## src/rtl/caldate_pkg.sv

```systemverilog
`timescale 1ns / 1ps

package caldate_pkg;

   localparam int YearBits = 16;

   // operation codes
   localparam logic [2:0] OpNextDay  = 3'd0;
   localparam logic [2:0] OpPrevDay  = 3'd1;
   localparam logic [2:0] OpSetDay   = 3'd2;
   localparam logic [2:0] OpSetMonth = 3'd3;
   localparam logic [2:0] OpSetYear  = 3'd4;
   localparam logic [2:0] OpLoadDate = 3'd5;

   localparam logic [3:0] MonthFeb  = 4'd2;
   localparam logic [3:0] MonthApr  = 4'd4;
   localparam logic [3:0] MonthJun  = 4'd6;
   localparam logic [3:0] MonthSep  = 4'd9;
   localparam logic [3:0] MonthNov  = 4'd11;
   localparam logic [3:0] MonthDec  = 4'd12;
   localparam logic [3:0] MonthJan  = 4'd1;

   localparam logic [4:0] DayFirst  = 5'd1;
   localparam logic [4:0] DayLast   = 5'd31;

   localparam logic [YearBits-1:0] YearMax = {YearBits{1'b1}};

   // inverse of 25 modulo 2^32, by newton steps at elaboration
   function automatic logic [31:0] inv25_calc();
      logic [31:0] x;
      x = 32'd1;
      for (int i = 0; i < 5; i++) begin
         x = x * (32'd2 - 32'd25 * x);
      end
      return x;
   endfunction

   localparam logic [YearBits-1:0] Inv25 = YearBits'(inv25_calc());
   localparam logic [YearBits-1:0] Div25Limit =
      YearBits'(((64'd1 << YearBits) - 64'd1) / 64'd25);

   // y divisible by 25 iff y * inv(25) wraps to at most (2^n - 1) / 25
   function automatic logic year_leap(logic [YearBits-1:0] y);
      logic [YearBits-1:0] prod;
      prod = y * Inv25;
      return (y[1:0] == 2'b00) && ((y[3:0] == 4'b0000) || (prod > Div25Limit));
   endfunction

   function automatic logic [4:0] month_len(logic [3:0] m, logic leap);
      logic [4:0] len;
      case (m) inside
         MonthFeb: len = leap ? 5'd29 : 5'd28;
         MonthApr, MonthJun, MonthSep, MonthNov: len = 5'd30;
         default: len = 5'd31;
      endcase
      return len;
   endfunction

   function automatic logic day_month_ok(logic [4:0] d, logic [3:0] m, logic leap);
      return (m >= MonthJan) && (m <= MonthDec) && (d != 5'd0) && (d <= month_len(m, leap));
   endfunction

   localparam logic [4:0] ResetDay = DayFirst;
   localparam logic [3:0] ResetMonth = MonthJan;
   localparam logic [YearBits-1:0] ResetYear = YearBits'(2023);
   localparam logic ResetLeap = year_leap(ResetYear);

   typedef struct packed {
      logic [4:0]          day;
      logic [3:0]          month;
      logic [YearBits-1:0] year;
      logic                leap;
   } date_type;

   typedef struct packed {
      logic [2:0]          op;
      logic [4:0]          new_day;
      logic [3:0]          new_month;
      logic [YearBits-1:0] new_year;
   } cmd_type;

endpackage

```

## src/rtl/caldate_req_if.sv

```systemverilog
`timescale 1ns / 1ps

interface caldate_req_if;
   import caldate_pkg::*;

   logic                valid;
   logic                ready;
   logic [2:0]          op;
   logic [4:0]          new_day;
   logic [3:0]          new_month;
   logic [YearBits-1:0] new_year;

   modport source (output valid, output op, output new_day, output new_month,
                   output new_year, input ready);
   modport sink (input valid, input op, input new_day, input new_month,
                 input new_year, output ready);
endinterface

```

## src/rtl/caldate_rsp_if.sv

```systemverilog
`timescale 1ns / 1ps

interface caldate_rsp_if;
   import caldate_pkg::*;

   logic                valid;
   logic                ready;
   logic [4:0]          day_out;
   logic [3:0]          month_out;
   logic [YearBits-1:0] year_out;
   logic                leap_year;
   logic                accepted;

   modport source (output valid, output day_out, output month_out, output year_out,
                   output leap_year, output accepted, input ready);
   modport sink (input valid, input day_out, input month_out, input year_out,
                 input leap_year, input accepted, output ready);
endinterface

```

## src/rtl/caldate_step.sv

```systemverilog
`timescale 1ns / 1ps

module caldate_step
   import caldate_pkg::*;
(
   input  date_type cur,
   input  cmd_type  cmd,
   output date_type nxt,
   output logic     accepted
);

   logic [4:0]          cur_len;
   logic [4:0]          prev_len;
   logic [3:0]          prev_month;
   logic [YearBits-1:0] year_succ;
   logic [YearBits-1:0] year_pred;
   logic                leap_succ;
   logic                leap_pred;
   logic                leap_new;

   always_comb begin
      prev_month = cur.month - 4'd1;
      cur_len    = month_len(cur.month, cur.leap);
      prev_len   = month_len(prev_month, cur.leap);
      year_succ  = cur.year + YearBits'(1);
      year_pred  = cur.year - YearBits'(1);
      // three leap tests side by side, none feeds another
      leap_succ  = year_leap(year_succ);
      leap_pred  = year_leap(year_pred);
      leap_new   = year_leap(cmd.new_year);
   end

   always_comb begin
      nxt      = cur;
      accepted = 1'b0;
      unique case (cmd.op)
         OpNextDay: begin
            if (cur.day < cur_len) begin
               nxt.day  = cur.day + 5'd1;
               accepted = 1'b1;
            end else if (cur.month < MonthDec) begin
               nxt.day   = DayFirst;
               nxt.month = cur.month + 4'd1;
               accepted  = 1'b1;
            end else if (cur.year != YearMax) begin
               nxt.day   = DayFirst;
               nxt.month = MonthJan;
               nxt.year  = year_succ;
               nxt.leap  = leap_succ;
               accepted  = 1'b1;
            end
         end
         OpPrevDay: begin
            if (cur.day > DayFirst) begin
               nxt.day  = cur.day - 5'd1;
               accepted = 1'b1;
            end else if (cur.month > MonthJan) begin
               nxt.month = prev_month;
               nxt.day   = prev_len;
               accepted  = 1'b1;
            end else if (cur.year > YearBits'(1)) begin
               nxt.day   = DayLast;
               nxt.month = MonthDec;
               nxt.year  = year_pred;
               nxt.leap  = leap_pred;
               accepted  = 1'b1;
            end
         end
         OpSetDay: begin
            if (day_month_ok(cmd.new_day, cur.month, cur.leap)) begin
               nxt.day  = cmd.new_day;
               accepted = 1'b1;
            end
         end
         OpSetMonth: begin
            if (day_month_ok(cur.day, cmd.new_month, cur.leap)) begin
               nxt.month = cmd.new_month;
               accepted  = 1'b1;
            end
         end
         OpSetYear: begin
            if ((cmd.new_year != '0) && (cur.day <= month_len(cur.month, leap_new))) begin
               nxt.year = cmd.new_year;
               nxt.leap = leap_new;
               accepted = 1'b1;
            end
         end
         OpLoadDate: begin
            if ((cmd.new_year != '0) &&
                day_month_ok(cmd.new_day, cmd.new_month, leap_new)) begin
               nxt.day   = cmd.new_day;
               nxt.month = cmd.new_month;
               nxt.year  = cmd.new_year;
               nxt.leap  = leap_new;
               accepted  = 1'b1;
            end else begin
               nxt.day   = ResetDay;
               nxt.month = ResetMonth;
               nxt.year  = ResetYear;
               nxt.leap  = ResetLeap;
            end
         end
         default: begin
            // unused codes leave the date alone
            nxt      = cur;
            accepted = 1'b0;
         end
      endcase
   end

endmodule

```

## src/rtl/calendar_date_counter.sv

```systemverilog
`timescale 1ns / 1ps
// channel  | dir | handshake          | payload
// req_ch   | in  | valid / ready      | op, new_day, new_month, new_year
// rsp_ch   | out | valid / ready      | day_out, month_out, year_out, leap_year, accepted
//
// one item per cycle unless rsp_ch stalls; items pass the input then the date register
// the step logic between the input register and the date register sets the clock
// reset (synchronous) empties both stages and loads 1/1/2023
// a stalled result holds the date register; the input register still takes one item

module calendar_date_counter
   import caldate_pkg::*;
(
   input  logic              clock,
   input  logic              reset,
   caldate_req_if.sink       req_ch,
   caldate_rsp_if.source     rsp_ch
);

   logic     in_valid_ff;
   logic     in_valid_in;
   cmd_type  cmd_ff;
   logic     out_valid_ff;
   logic     out_valid_in;
   date_type date_ff;
   date_type date_in;
   logic     accepted_ff;
   logic     step_accepted;
   logic     advance;
   logic     take;

   assign advance = in_valid_ff && (!out_valid_ff || rsp_ch.ready);
   assign req_ch.ready = !in_valid_ff || advance;
   assign take = req_ch.valid && req_ch.ready;

   assign in_valid_in  = take || (in_valid_ff && !advance);
   assign out_valid_in = advance || (out_valid_ff && !rsp_ch.ready);

   caldate_step u_step (
      .cur      (date_ff),
      .cmd      (cmd_ff),
      .nxt      (date_in),
      .accepted (step_accepted)
   );

   always_ff @(posedge clock) begin
      if (reset) begin
         in_valid_ff   <= 1'b0;
         out_valid_ff  <= 1'b0;
         date_ff.day   <= ResetDay;
         date_ff.month <= ResetMonth;
         date_ff.year  <= ResetYear;
         date_ff.leap  <= ResetLeap;
      end else begin
         in_valid_ff  <= in_valid_in;
         out_valid_ff <= out_valid_in;
         if (advance) begin
            date_ff <= date_in;
         end
      end
   end

   always_ff @(posedge clock) begin
      if (take) begin
         cmd_ff.op        <= req_ch.op;
         cmd_ff.new_day   <= req_ch.new_day;
         cmd_ff.new_month <= req_ch.new_month;
         cmd_ff.new_year  <= req_ch.new_year;
      end
      if (advance) begin
         accepted_ff <= step_accepted;
      end
   end

   // the date register doubles as the result register
   assign rsp_ch.valid     = out_valid_ff;
   assign rsp_ch.day_out   = date_ff.day;
   assign rsp_ch.month_out = date_ff.month;
   assign rsp_ch.year_out  = date_ff.year;
   assign rsp_ch.leap_year = date_ff.leap;
   assign rsp_ch.accepted  = accepted_ff;

endmodule

```

## src/flat_wrapper.sv

```systemverilog
// flat-port wrapper written by rule: the top's interface ports become plain ports
module calendar_date_counter_flat import caldate_pkg::*;
  (clock, reset, req_ch_valid, req_ch_op, req_ch_new_day, req_ch_new_month, req_ch_new_year, req_ch_ready, rsp_ch_valid, rsp_ch_day_out, rsp_ch_month_out, rsp_ch_year_out, rsp_ch_leap_year, rsp_ch_accepted, rsp_ch_ready);
  caldate_req_if req_ch_i ();
  caldate_rsp_if rsp_ch_i ();
  input  logic clock;
  input  logic reset;
  input wire logic [$bits(req_ch_i.valid)-1:0] req_ch_valid;
  input wire logic [$bits(req_ch_i.op)-1:0] req_ch_op;
  input wire logic [$bits(req_ch_i.new_day)-1:0] req_ch_new_day;
  input wire logic [$bits(req_ch_i.new_month)-1:0] req_ch_new_month;
  input wire logic [$bits(req_ch_i.new_year)-1:0] req_ch_new_year;
  output wire logic [$bits(req_ch_i.ready)-1:0] req_ch_ready;
  output wire logic [$bits(rsp_ch_i.valid)-1:0] rsp_ch_valid;
  output wire logic [$bits(rsp_ch_i.day_out)-1:0] rsp_ch_day_out;
  output wire logic [$bits(rsp_ch_i.month_out)-1:0] rsp_ch_month_out;
  output wire logic [$bits(rsp_ch_i.year_out)-1:0] rsp_ch_year_out;
  output wire logic [$bits(rsp_ch_i.leap_year)-1:0] rsp_ch_leap_year;
  output wire logic [$bits(rsp_ch_i.accepted)-1:0] rsp_ch_accepted;
  input wire logic [$bits(rsp_ch_i.ready)-1:0] rsp_ch_ready;
  assign req_ch_i.valid = req_ch_valid;
  assign req_ch_i.op = req_ch_op;
  assign req_ch_i.new_day = req_ch_new_day;
  assign req_ch_i.new_month = req_ch_new_month;
  assign req_ch_i.new_year = req_ch_new_year;
  assign req_ch_ready = req_ch_i.ready;
  assign rsp_ch_valid = rsp_ch_i.valid;
  assign rsp_ch_day_out = rsp_ch_i.day_out;
  assign rsp_ch_month_out = rsp_ch_i.month_out;
  assign rsp_ch_year_out = rsp_ch_i.year_out;
  assign rsp_ch_leap_year = rsp_ch_i.leap_year;
  assign rsp_ch_accepted = rsp_ch_i.accepted;
  assign rsp_ch_i.ready = rsp_ch_ready;
  calendar_date_counter u_core (.clock(clock), .reset(reset), .req_ch(req_ch_i), .rsp_ch(rsp_ch_i));
endmodule
```

## config.mk

```make
export PLATFORM = sky130hd
export DESIGN_NAME = calendar_date_counter_flat
export DESIGN_NICKNAME = d
export VERILOG_FILES = /design/src/rtl/caldate_pkg.sv /design/src/rtl/caldate_req_if.sv /design/src/rtl/caldate_rsp_if.sv /design/src/rtl/caldate_step.sv /design/src/rtl/calendar_date_counter.sv /design/src/flat_wrapper.sv
export SDC_FILE = /design/constraint.sdc
export NUM_CORES = 1
export LEC_CHECK = 0
export BUFFER_PORTS_ARGS = -buffer_cell sky130_fd_sc_hd__clkbuf_2
export CORE_MARGIN = 8
export CORE_UTILIZATION = 50
export CTS_BUF_LIST = sky130_fd_sc_hd__clkbuf_8
export DETAILED_ROUTE_END_ITERATION = 6
export PLACE_DENSITY = 0.69
export SYNTH_ARGS = -nofsm -noshare
export SYNTH_HDL_FRONTEND = slang
export SYNTH_SLANG_ARGS = --single-unit
```

## constraint.sdc

```tcl
create_clock -name clock -period 7.5 [get_ports clock]
set_input_delay 2.25 -clock clock [delete_from_list [all_inputs] [get_ports clock]]
set_output_delay 2.25 -clock clock [all_outputs]
set_load 0.1 [all_outputs]
```

==> impl_metrics.toml <==
[outcome]
status = "finished, final reports clean"

[critical_path]
r2r_start = "u_core.cmd_ff[2]$_DFFE_PP_"
crit_family = "adder cells"
r2r-end = "u_core.rsp_ch.year_out[5]$_SDFFE_PP1P_"
end_kind = "flip-flop"
worst_path_largest_cell_delay_ps = 550
reg2reg_slack_ps = 610
critPathBufInv = 4
required_ps = 7730
crit_arrival_ps = 7120
crit_type = "reg -> reg"
rr_worst_depth = 25
setup.worst_path.start_class = "flip-flop"
cp_max_fo = 33
cp_slowest_cell = "fa_1"
crit_top_cell = "ha_1"

[grt]
grt_max_degree = 34
globalRouteOverflowTotal = 0
grt_pass1_wl_um = 36600
grt_pass1_vias = 7224
grtUsageTotal_pct = 19.3
antenna_found_initial = 0

[routing]
drt_iter0_drc = 436
ant_nets = 0
drt_pass1_iterations = 6
wl_um = 22300
dr_total_vias = 7502
viasPerCell = 5.61
wl_per_cell_um = 16.7
drc = 0

[clock_network]
cts-root-buf = "clkbuf_8"
htree_levels = 3
cts_tree = "done"
clkLatencyLatePin_ps = 340
cts_max_path_buffers = 2
ctsHoldBuffers = 0
cts.sink_count = 57
cts.clk_slew.worst_paths_ps = 70
cts_buffers = 9
post_cts_resize_count = 0
post_cts_buffers = 0

[floorplanning]
die_h_um = 152
core_sq_um = 18500
die_area_sq_um = 23200
rows = 50
die-width_um = 152
initial_core_util_pct = 50.3
ios = 61

[finish]
layout_commonest_cell = "ha_1"
drive_gt1_share_pct = 9.61
regArea_sq_um = 1430
num-fill-cells = 1698
num_antenna_cells = 0
multiInputGateArea_sq_um = 6950
area_growth_pct = 8.59
layout.nets = 1394
layout_common_cells = "210 x ha_1, 202 x inv_1, 65 x nor2_1"

[worst_hold_path]
whs_path_depth = 2
hold_path.class = "reg -> reg"
min_from = "u_core.in_valid_ff$_SDFF_PP0_"
holdPathEnd = "u_core.in_valid_ff$_SDFF_PP0_"

[yosys]
synth-seq-cells = 57
synth_top_area_share_pct = 28.3
ys_seq_area_share_pct = 15.4
synth_ff_type = "edfxtp_1"
synth-edff-count = 29
synth_cell_types = 73
synth_area_leaders = "ha_1 28%, fa_1 12%, edfxtp_1 9.4%"
synth_warnings = 0
async_reset_ff_share_pct = 0
syn-cell-area_sq_um = 9280
syn_avg_cell_area_sq_um = 8.88
synth_nets = 1341
yosysTopAreaCell = "ha_1"
synth_cells = 1045

[sta]
finClkSkew_ps = 12.0
setup_viol = 0
worst_pin_slew_ps = 1140
finalSetupTns_ps = 0
slew_violations = 0
finalHoldViolations = 0
final.min_clock_period_ps = 6890
timing.fmax_mhz = 145
worst_hold_slack_ps = 546
fin_crit_sh_pct = 91.9
slew_headroom_pct = 24.3
grt_setup_unrepaired = "no"

[place]
dp_hpwl_um = 18600
io_buffers = 60
gp_congestion = 0.974

[power_and_ir_drop]
power_density_nw_per_um2 = 261
p_total_mw = 2.63
p_leak_nw = 5.01
ir_drop_uv = 164

[run]
max-cap-violations = 0
sequential cells by signal, summed over array words and instances, names as in the netlist:
register,cells
u_core.rsp_ch.valid,1
u_core.rsp_ch.leap_year,1
u_core.rsp_ch.month_out,4
u_core.rsp_ch.accepted,1
u_core.rsp_ch.year_out,16
u_core.in_valid_ff,1
u_core.cmd_ff,28
u_core.rsp_ch.day_out,5
worst reg2reg max path, cell delays in order, from the launching register on:
cell and delay (ps):
edfxtp_1 500, inv_1 120, ha_1 310, ha_1 280
inv_1 50, fa_1 510, fa_1 550, inv_1 60
fa_1 470, ha_1 310, ha_1 310, o21a_1 120
o31a_1 110, o21a_1 180, or3_1 300, a31oi_1 520
nor2b_1 110, a221oi_1 230, ha_1 190, nor2b_1 40
o211ai_1 200, nand2_1 120, a2111oi_4 390, buf_4 370
o21ai_0 140, a221o_1 310
Yosys cell counts, types with 18 or more instances:
master / number
inv_1: 201
nor2_1: 65
nand2_1: 38
edfxtp_1: 29
a21oi_1: 37
clkbuf_1: 18
xnor2_1: 54
o21ai_0: 37
ha_1: 210
nand3_1: 19
xor2_1: 22
dfxtp_1: 28
fa_1: 54
per-stage QoR:
step           instance area [sq um]  worst slack [ps]  util [%]  instances
2_1_floorplan                   9280               793         -       1045
3_3_place_gp                    9840               851      53.3       1321
3_5_place_dp                    9840               615      53.3       1321
4_1_cts                        10100               585      54.6       1337
5_1_grt                        10100               251      54.6       1337
6_report                       10100               607      54.6       1337
routing by layer:
layer  GRT usage, %  part of all wire [%]  vias to the layer above  wire [um]
li1               -                     -                     3687          -
met3           3.80                   7.9                       32       1760
met5              0                     0                        -          0
met2           30.9                    45                      259       9980
met1           25.8                    45                     3524      10100
met4           5.76                   2.1                        0        474
area by class of cell:
| class | count | share of cell area [%] |
|---|---|---|
| Clock buffer | 9 | 1.23 |
| Inverter | 201 | 7.49 |
| Multi-Input combinational cell | 755 | 69.0 |
| Sequential cell | 57 | 14.2 |
| Clock inverter | 7 | 1.18 |
| Timing Repair Buffer | 74 | 4.02 |
| Tap cell | 234 | 2.91 |
power by group:
group | internal, mW | total, mW | switching (mW)
Clock | 0.221 | 0.355 | 0.134
Combinational | 0.871 | 1.89 | 1.01
Sequential | 0.347 | 0.387 | 0.0404
worst max-delay path by stage:
stage	cells after the start	slack, ps	endpoint	start
2_1_floorplan	24	790	u_core.rsp_ch.leap_year$_SDFFE_PP0P_	u_core.rsp_ch.year_out[0]$_SDFFE_PP1P_
3_3_place_gp	25	850	u_core.rsp_ch.year_out[5]$_SDFFE_PP1P_	u_core.cmd_ff[6]$_DFFE_PP_
3_5_place_dp	25	620	u_core.rsp_ch.year_out[5]$_SDFFE_PP1P_	u_core.cmd_ff[2]$_DFFE_PP_
4_1_cts	25	590	u_core.rsp_ch.year_out[5]$_SDFFE_PP1P_	u_core.cmd_ff[2]$_DFFE_PP_
5_1_grt	25	250	u_core.rsp_ch.year_out[5]$_SDFFE_PP1P_	u_core.cmd_ff[2]$_DFFE_PP_
6_report	25	610	u_core.rsp_ch.year_out[5]$_SDFFE_PP1P_	u_core.cmd_ff[2]$_DFFE_PP_
cell families (layout without fill, tap and decap cells):
family          count (synthesis)  after routing  synth area share (%)
simple gates                  217            217                  12.3
xor+xnor                       80             80                  8.16
flops                          57             57                  15.4
buf+inv                       233            291                  9.68
fa+ha+maj                     264            264                  40.0
compound gates                191            191                  14.1
mux                             3              3                 0.350
(Power assumes the default switching activity.)
